===== config.mk =====
export PLATFORM = sky130hd
export DESIGN_NAME = stuffed_frame_receiver_core
export DESIGN_NICKNAME = d
export VERILOG_FILES = /design/src/sfr_pkg.sv /design/src/stuffed_frame_receiver_core.sv /design/src/sfr_step.sv
export SDC_FILE = /design/constraint.sdc
export NUM_CORES = 1
export LEC_CHECK = 0
export BUFFER_PORTS_ARGS = -buffer_cell sky130_fd_sc_hd__buf_2
export CORE_MARGIN = 5
export CORE_UTILIZATION = 38
export DETAILED_ROUTE_END_ITERATION = 8
export SYNTH_ARGS = -nofsm -noshare
export SYNTH_HDL_FRONTEND = slang
export SYNTH_HIERARCHICAL = 1
export SYNTH_SLANG_ARGS = --single-unit

===== constraint.sdc =====
create_clock -name clk_i -period 6 [get_ports clk_i]
set_input_delay 0.3 -clock clk_i [delete_from_list [all_inputs] [get_ports clk_i]]
set_output_delay 0.3 -clock clk_i [all_outputs]
set_load 0.01 [all_outputs]

===== src/sfr_pkg.sv =====
`timescale 1ns / 1ps

package sfr_pkg;

  // raw mode length prefix carries this offset
  localparam int unsigned SizeOffset = 4;
  localparam logic [7:0] SizeOffsetByte = 8'(SizeOffset);

  typedef enum logic [2:0] {
    ST_NONE    = 3'd0,
    ST_ID      = 3'd1,
    ST_SIZE    = 3'd2,
    ST_DONE    = 3'd3,
    ST_NOSTOP  = 3'd4,
    ST_BADESC  = 3'd5,
    ST_NOSTART = 3'd6,
    ST_CHKERR  = 3'd7
  } sfr_status_e;

  typedef enum logic [2:0] {
    REG_START    = 3'd0,
    REG_STOP     = 3'd1,
    REG_ESCAPE   = 3'd2,
    REG_ESC_MASK = 3'd3,
    REG_MSG_MASK = 3'd4,
    REG_SIZE_MASK = 3'd5
  } sfr_reg_e;

  typedef enum logic {
    CMD_RECEIVE = 1'b0,
    CMD_RESTART = 1'b1
  } sfr_cmd_e;

  typedef struct packed {
    logic       command;
    logic [7:0] rx_byte;
  } sfr_in_t;

  typedef struct packed {
    logic [2:0] status;
    logic       data_valid;
    logic [7:0] data_byte;
    logic [7:0] packet_id;
    logic [7:0] packet_length;
  } sfr_out_t;

  typedef struct packed {
    logic [7:0] start_byte;
    logic [7:0] stop_byte;
    logic [7:0] escape_byte;
    logic [7:0] escape_mask;
    logic [7:0] id_message_mask;
    logic [7:0] id_size_mask;
  } sfr_cfg_t;

  typedef struct packed {
    logic       frame_done;
    logic       escape_pending;
    logic       flags_busy;
    logic       size_known;
    logic [7:0] ident;
    logic [7:0] raw_length;
    logic [7:0] byte_count;
    logic [7:0] running_sum;
    logic [7:0] held_byte;
    logic       held_valid;
  } sfr_state_t;

  localparam sfr_cfg_t CfgReset = '{
    start_byte:      8'd2,
    stop_byte:       8'd3,
    escape_byte:     8'd27,
    escape_mask:     8'd128,
    id_message_mask: 8'd128,
    id_size_mask:    8'd64
  };

  localparam sfr_state_t StateReset = '{
    frame_done:     1'b1,
    escape_pending: 1'b0,
    flags_busy:     1'b0,
    size_known:     1'b0,
    ident:          8'd0,
    raw_length:     8'd0,
    byte_count:     8'd0,
    running_sum:    8'd0,
    held_byte:      8'd0,
    held_valid:     1'b0
  };

endpackage


===== src/stuffed_frame_receiver_core.sv =====
`timescale 1ns / 1ps

// Byte-stuffed frame receiver. Each request on the input channel carries one
// line byte (or a restart command) and yields exactly one result request with
// a status code, an optional released payload byte, the current packet id and,
// on completion, the payload length. Payload bytes come out one byte late, so
// the trailing checksum byte is never released. Throughput is one byte per
// clock when not stalled: the decode is a single pass of logic from the input
// port into the result register, and the only loop is the update of the
// receiver state. The result is valid in the cycle after the input is
// accepted. The input is ready whenever the result register is empty or
// being drained in the same cycle. Configuration writes are always ready and
// take effect at once; they are meant to be issued while the receiver is idle.
module stuffed_frame_receiver_core import sfr_pkg::*; (
  input  logic       clk_i,
  input  logic       rst_ni,
  // byte input channel
  input  logic       in_valid_i,
  output logic       in_ready_o,
  input  sfr_in_t    in_data_i,
  // result channel
  output logic       out_valid_o,
  input  logic       out_ready_i,
  output sfr_out_t   out_data_o,
  // configuration write channel
  input  logic       cfg_valid_i,
  output logic       cfg_ready_o,
  input  logic [2:0] cfg_index_i,
  input  logic [7:0] cfg_data_i
);

  sfr_cfg_t   cfg_q, cfg_d;
  sfr_state_t state_q, state_d;
  sfr_out_t   out_q, out_d;
  logic       out_valid_q, out_valid_d;
  sfr_out_t   step_res;
  logic       in_accept;

  // result register can take a new request when empty or draining
  assign in_ready_o  = !out_valid_q || out_ready_i;
  assign in_accept   = in_valid_i && in_ready_o;
  assign cfg_ready_o = 1'b1;

  // decode of one line byte against the current receiver state
  sfr_step u_step (
    .cfg_i    (cfg_q),
    .state_i  (state_q),
    .item_i   (in_data_i),
    .state_o  (state_d),
    .result_o (step_res)
  );

  // register file write decode; unknown indexes are dropped
  always_comb begin
    cfg_d = cfg_q;
    if (cfg_valid_i) begin
      unique case (cfg_index_i)
        REG_START:     cfg_d.start_byte      = cfg_data_i;
        REG_STOP:      cfg_d.stop_byte       = cfg_data_i;
        REG_ESCAPE:    cfg_d.escape_byte     = cfg_data_i;
        REG_ESC_MASK:  cfg_d.escape_mask     = cfg_data_i;
        REG_MSG_MASK:  cfg_d.id_message_mask = cfg_data_i;
        REG_SIZE_MASK: cfg_d.id_size_mask    = cfg_data_i;
        default:       cfg_d = cfg_q;
      endcase
    end
  end

  // result register: load on accept, clear valid once taken
  always_comb begin
    out_d       = out_q;
    out_valid_d = out_valid_q;
    if (in_accept) begin
      out_d       = step_res;
      out_valid_d = 1'b1;
    end else if (out_ready_i) begin
      out_valid_d = 1'b0;
    end
  end

  always_ff @(posedge clk_i or negedge rst_ni) begin
    if (!rst_ni) begin
      cfg_q       <= CfgReset;
      state_q     <= StateReset;
      out_valid_q <= 1'b0;
    end else begin
      cfg_q       <= cfg_d;
      out_valid_q <= out_valid_d;
      if (in_accept) begin
        state_q <= state_d;
      end
    end
  end

  // payload register, no reset needed
  always_ff @(posedge clk_i) begin
    out_q <= out_d;
  end

  assign out_valid_o = out_valid_q;
  assign out_data_o  = out_q;

endmodule


===== src/sfr_step.sv =====
`timescale 1ns / 1ps

// next-state and result logic for one received byte
module sfr_step import sfr_pkg::*; (
  input  sfr_cfg_t   cfg_i,
  input  sfr_state_t state_i,
  input  sfr_in_t    item_i,
  output sfr_state_t state_o,
  output sfr_out_t   result_o
);

  logic [7:0] b;
  logic       held_is_flag;
  logic [7:0] held_add;
  logic [7:0] sum_pushed;
  logic       raw_mode;
  logic [7:0] decoded;

  assign b            = item_i.rx_byte;
  assign held_is_flag = (state_i.held_byte == cfg_i.start_byte) ||
                        (state_i.held_byte == cfg_i.stop_byte) ||
                        (state_i.held_byte == cfg_i.escape_byte);
  assign held_add     = held_is_flag ? (state_i.held_byte & ~cfg_i.escape_mask)
                                     : state_i.held_byte;
  assign sum_pushed   = state_i.held_valid ? (state_i.running_sum + held_add)
                                           : state_i.running_sum;
  assign raw_mode     = !state_i.frame_done &&
                        ((state_i.ident & cfg_i.id_message_mask) == 8'd0) &&
                        ((state_i.ident & cfg_i.id_size_mask) != 8'd0) &&
                        (state_i.byte_count < state_i.raw_length);
  assign decoded      = state_i.escape_pending ? (b | cfg_i.escape_mask) : b;

  always_comb begin
    state_o  = state_i;
    result_o = '0;
    result_o.status = ST_NONE;

    if (item_i.command == CMD_RESTART) begin
      state_o = StateReset;
    end else if (raw_mode) begin
      if (state_i.size_known) begin
        // raw byte: release held, hold this one
        result_o.data_valid = state_i.held_valid;
        result_o.data_byte  = state_i.held_valid ? state_i.held_byte : 8'd0;
        state_o.running_sum = sum_pushed;
        state_o.held_byte   = b;
        state_o.held_valid  = 1'b1;
        state_o.byte_count  = state_i.byte_count + 8'd1;
      end else begin
        state_o.raw_length = b - SizeOffsetByte;
        state_o.size_known = 1'b1;
        result_o.status    = ST_SIZE;
      end
    end else if (b == cfg_i.start_byte) begin
      if (!state_i.frame_done) begin
        result_o.status = ST_NOSTOP;
      end
      state_o            = StateReset;
      state_o.raw_length = 8'd1;
      state_o.frame_done = 1'b0;
    end else if (b == cfg_i.escape_byte) begin
      if (state_i.frame_done || state_i.escape_pending) begin
        state_o.flags_busy = 1'b1;
        result_o.status    = ST_BADESC;
      end else begin
        state_o.escape_pending = 1'b1;
      end
    end else if (b == cfg_i.stop_byte) begin
      if (state_i.frame_done || (state_i.byte_count == 8'd0)) begin
        state_o.flags_busy = 1'b1;
        result_o.status    = ST_NOSTART;
      end else begin
        state_o.frame_done = 1'b1;
        state_o.held_valid = 1'b0;
        if ((state_i.ident & cfg_i.id_size_mask) != 8'd0) begin
          // sized packet: last byte is payload, no checksum
          result_o.data_valid    = state_i.held_valid;
          result_o.data_byte     = state_i.held_valid ? state_i.held_byte : 8'd0;
          result_o.status        = ST_DONE;
          result_o.packet_length = state_i.byte_count;
        end else begin
          state_o.byte_count = state_i.byte_count - 8'd1;
          if (state_i.running_sum != state_i.held_byte) begin
            result_o.status = ST_CHKERR;
          end else begin
            result_o.status        = ST_DONE;
            result_o.packet_length = state_i.byte_count - 8'd1;
          end
        end
      end
    end else begin
      if (state_i.frame_done) begin
        state_o.flags_busy = 1'b1;
        result_o.status    = ST_NOSTART;
      end else if (!state_i.escape_pending && !state_i.flags_busy &&
                   !state_i.size_known) begin
        state_o.flags_busy  = 1'b1;
        state_o.ident       = b;
        state_o.running_sum = b;
        result_o.status     = ST_ID;
      end else begin
        state_o.escape_pending = 1'b0;
        result_o.data_valid    = state_i.held_valid;
        result_o.data_byte     = state_i.held_valid ? state_i.held_byte : 8'd0;
        state_o.running_sum    = sum_pushed;
        state_o.held_byte      = decoded;
        state_o.held_valid     = 1'b1;
        state_o.byte_count     = state_i.byte_count + 8'd1;
      end
    end

    result_o.packet_id = state_o.ident;
  end

endmodule


== Word level (Yosys, flattened, before mapping) ==
Cells that the tools add are included.

* Mux-type cells: 67
* Bitwise operators: 6
* Add/sub/neg operators: 4
* Reductions and logical operators: 40
* Equal/unequal tests: 31
* $lt $le $gt $ge: 1

{| class="wikitable"
|+ Operator list
! kind !! number
|-
| 8-bit 2-to-1 mux || 19
|-
| 25-bit 2-to-1 mux || 4
|-
| 9-bit 2-to-1 mux || 8
|-
| 8-bit == test || 6
|-
| 45-bit 2-to-1 mux || 1
|-
| 33-bit 2-to-1 mux || 1
|-
| 3-bit 2-to-1 mux || 10
|-
| 4-bit by 2-bit inequality test with 1-bit output (second input constant) || 7
|-
| 8-bit bitwise AND || 3
|-
| 12-bit 2-to-1 mux || 2
|-
| 1-bit 2-to-1 mux || 19
|-
| 6-bit AND reduction || 3
|-
| 8-bit zero test || 2
|-
| 16-bit 2-to-1 mux || 1
|-
| 5-bit AND reduction || 3
|-
| 2-bit AND reduction || 7
|-
| 5-bit by 2-bit inequality test with 1-bit output (second input constant) || 2
|-
| 5-bit by 3-bit inequality test with 1-bit output (second input constant) || 2
|-
| 8-bit by 1-bit adder with 8-bit output (second input constant) || 1
|-
| 8-bit adder || 1
|-
| 8-bit < comparator || 1
|-
| 4-bit by 3-bit inequality test with 1-bit output (second input constant) || 2
|-
| 8-bit inequality test || 1
|-
| 8-bit inverter || 1
|-
| 23 further kinds || 42
|}

* Word-level logic and storage cells: 171
* Bits in registers: 122

== Logic depth before layout (Yosys ltp) ==
* Depth in word-level cells: 13
* Depth in mapped cells: 17
* Depth with buffers taken out: 16

== By module ==
Netlist, hierarchy kept.

{| class="wikitable"
|+ Modules (own cells, without submodules)
! module !! cells an instance !! area each (um^2) !! instances
|-
| stuffed_frame_receiver_core || 236 || 4413.0 || 1
|-
| sfr_step || 549 || 3560.9 || 1
|}

== Worst setup path after synthesis ==
Ideal clock, no wire load.

* Kind: flip-flop to flip-flop
* Start point: register state_q[4] in the netlist's numbering
* End point: register state_q[16] in the netlist's numbering
* Data required time: 5875 ps
* Library setup time: 125 ps
* Setup slack: 2446 ps
* Cell stages (with the launch flop): 15
* Path buffers: 1
* Arrival time: 3429 ps
* Path through: dfrtp_1 > clkbuf_1 > xor2_1 > nor4_1 > nand2_1 > nand3_1 > a21boi_0 > ha_1 > a211oi_1 > a21oi_1 > o41ai_2 > mux2i_1 > a211o_1 > a221o_1 > mux2_2

{| class="wikitable"
|+ RTL lines
! what !! line !! source
|-
| start, declared || stuffed_frame_receiver_core.sv:33 || <nowiki>sfr_state_t state_q, state_d;</nowiki>
|-
| start signal, assigned || stuffed_frame_receiver_core.sv:84 || <nowiki>state_q <= StateReset;</nowiki>
|-
| start signal, assigned || stuffed_frame_receiver_core.sv:90 || <nowiki>state_q <= state_d;</nowiki>
|}

==> flow_summary.toml <==
[status]
status = "complete, no violations"

[place]
place.gp.congestion = 0.880
port-buffer-count = 54
dp.final_hpwl_um = 14900

[synth]
number_of_flops_mapped_to_enable_cells_by_yosys = 28
number_of_standard_cells_after_synthesis = 785
synth.cell_area_um2 = 7970
mappedNetlistNets = 830
synth_ff_type = "dfrtp_1"
number_of_synthesis_warnings = 6
synth_seq_area_share = 0.402
synthDominantCellAreaShare = 0.260
yosys_register_bits = 122
synthDistinctLibCells = 78
postSynthAreaPerCell_um2 = 10.2
synth_top_cells_by_area = "dfrtp_1, mux2_2, edfxtp_1"
async_reset_ff_frac = 0.770
post-synth-top-area-cell = "dfrtp_1"

[grt]
grt_first_pass_wirelength_um = 34500
globalRoute.totalOverflow = 0
largest_net_degree_at_the_start_of_global_routing = 52
number_of_global_route_vias_before_repair = 6060
grt_antenna_before_repair = 0
track_usage = 0.183

[worst_setup_path]
timing.critical_path.arrival_ns = 4.28
worstSetupPathType = "register to register"
worst-path-buf-inv = 0
worstPathRequired_ns = 6.31
crit_fanout = 9
slowest_delay_ns = 0.52
cp_delay_by_family_top = "compound AO/OA/AOI/OAI gates"
setup.worst_path.end_class = "register"
startpoint_type = "register"
critical-path-slowest-cell = "dfrtp_1"
worstPathCellList = "xor2_1 > nor4_1 > nand2_1 > nand3_1 > a21boi_0 > ha_1 > a211oi_1 > a21oi_1 > o41ai_2 > mux2i_1 > a211o_1 > a221o_1 > mux2_2"

[sta]
final_min_period_over_clock_period = 0.662
final.setup_skew_ns = 0.0116
worst_slew_pin_slew_ns = 1.24
finalWorstPathRequiredPeriod_ns = 3.97
slew_violations = 0
unrepaired_setup_endpoints_after_global_routing = "no"
timing.max_slew.rel_slack = 0.174
timing.final.setup_violations = 0
totalNegativeSetupSlack_ns = 0
maxClockFrequency_mhz = 252
final_hold_viols = 0

[die]
placement_rows = 53
initial_core_util = 0.383
core_area_um2 = 20800
num_io_pins = 56
die_y_um = 155
die_w_um = 155
dieArea_um2 = 24000

[run]
maxCapViolCount = 0

[power_and_ir_drop]
cellLeakagePower_nw = 3.70
power_per_cell_area_nw_per_um2 = 286
ir_worst_vdd_mv = 0.191

[route]
drcViolationCount = 0
antenna_left = 0
wl_per_cell_um = 19.9
drt_iter0_drc = 451
dr.pass1.iters = 5
via_count = 6218
routed_vias_inst = 5.70
finalWirelength_um = 21700

[worst_hold_path]
min-delay-path-class = "input pin to register"

[clocking]
tritoncts.num_buffers = 17
cts_hold_buf = 1
cts-root-buf = "clkbuf_16"
clock_input_transition_at_the_sequential_cells_of_the_worst_setup_and_hold_paths_ns = 0.06
tritoncts_clock_tree = "done"
cts_max_path_buffers = 2
clock_tree_sinks = 122
clock_insertion_delay_worst_skew_ns = 0.43
cts_resizes = 0
post-cts-setup-buffers = 0
cts-htree-levels = 4

[finish]
syn2layout_area_growth_pct = 11.5
final_common_cell = "mux2_2"
post_route_cells_drive_above_1_share = 0.263
num-nets-final = 848
fillers = 2038
layout.cells.most_common_list = "mux2_2, dfrtp_1, nor2_1"
postLayoutCoreUtil = 0.427
antenna_cells_inserted = 0
-- sequential cells by signal, summed over array words and instances (netlist names) --
register / count
out_valid_o: 1
state_q: 45
out_data_o: 28
cfg_q: 48
-- through the flow --
stage          setup slack (ns)  instance area (µm²)  hold slack, ns  instances  total power [mW]
6_report                   2.03                 8890          0.0926       1091              2.54
5_1_grt                    1.71                 8890          0.0890       1091              2.67
4_1_cts                    2.07                 8890          0.0746       1091              2.56
3_5_place_dp               2.09                 8300           0.334       1058              1.56
3_3_place_gp               2.12                 8300           0.337       1058              1.55
2_1_floorplan              2.45                 7970         0.00441        785              1.42
-- path summary, 6_finish.rpt --
| kind | startpoint | endpoint | slack [ns] | cells after the start |
|---|---|---|---|---|
| worst min-delay path | in_valid_i | out_valid_o | 0.09 | 2 |
| worst max-delay path | state_q[4] | state_q[16] | 2.03 | 13 |
| worst min register to register | cfg_q[7] | cfg_q[7] | 0.51 | 1 |
| worst max register to register | state_q[4] | state_q[16] | 2.03 | 13 |
| min in group asynchronous | rst_ni | cfg_q[14] | 0.40 | 2 |
| max in group asynchronous | rst_ni | state_q[14] | 4.49 | 3 |
-- worst register-to-register path, stage by stage, from the launching register on --
cell	delay, ns
dfrtp_1	0.52
xor2_1	0.22
nor4_1	0.30
nand2_1	0.15
nand3_1	0.21
a21boi_0	0.17
ha_1	0.37
a211oi_1	0.24
a21oi_1	0.12
o41ai_2	0.52
mux2i_1	0.15
a211o_1	0.31
a221o_1	0.31
mux2_2	0.25
-- power breakdown --
part	internal, mW	switching [mW]
clock	0.552	0.446
combinational	0.222	0.260
sequential	0.955	0.110
-- logic make-up (layout without fill, tap and decap cells) --
kind of cell,after synthesis,in the layout,share of synthesized area
xor+xnor,71,71,0.0789
other cells,1,1,0.000470
buf+inv,88,119,0.0552
fa+ha+maj,20,20,0.0323
flops,122,122,0.402
compound gates,174,174,0.148
simple gates,203,203,0.135
mux,106,106,0.148
-- cell usage after synthesis (15+ instances only) --
| library cell | count |
|---|---|
| mux2_2 | 93 |
| dfrtp_1 | 83 |
| nor2_1 | 58 |
| a21oi_1 | 48 |
| xor2_1 | 47 |
| nand2_1 | 42 |
| edfxtp_1 | 28 |
| clkbuf_1 | 25 |
| o21ai_0 | 24 |
| xnor2_1 | 23 |
| inv_1 | 22 |
| ha_1 | 19 |
| buf_4 | 18 |
| nand3_1 | 15 |
-- layer usage --
metal,share of wire,vias up,track usage
li1,-,2893,-
met5,0,-,0
met2,0.47,172,0.285
met3,0.049,47,0.0364
met4,0.027,0,0.0723
met1,0.46,3106,0.250
-- layout make-up --
type	count	area, µm²	share of cell area
clock inverters	15	149	0.0168
clock buffers	17	425	0.0479
well taps	275	344	0.0387
repair buffers	63	343	0.0386
flip-flops and latches	122	3210	0.361
inverters	24	90.1	0.0101
multi-input cells	575	4330	0.487
No activity file was read; power rests on OpenSTA's default activity.
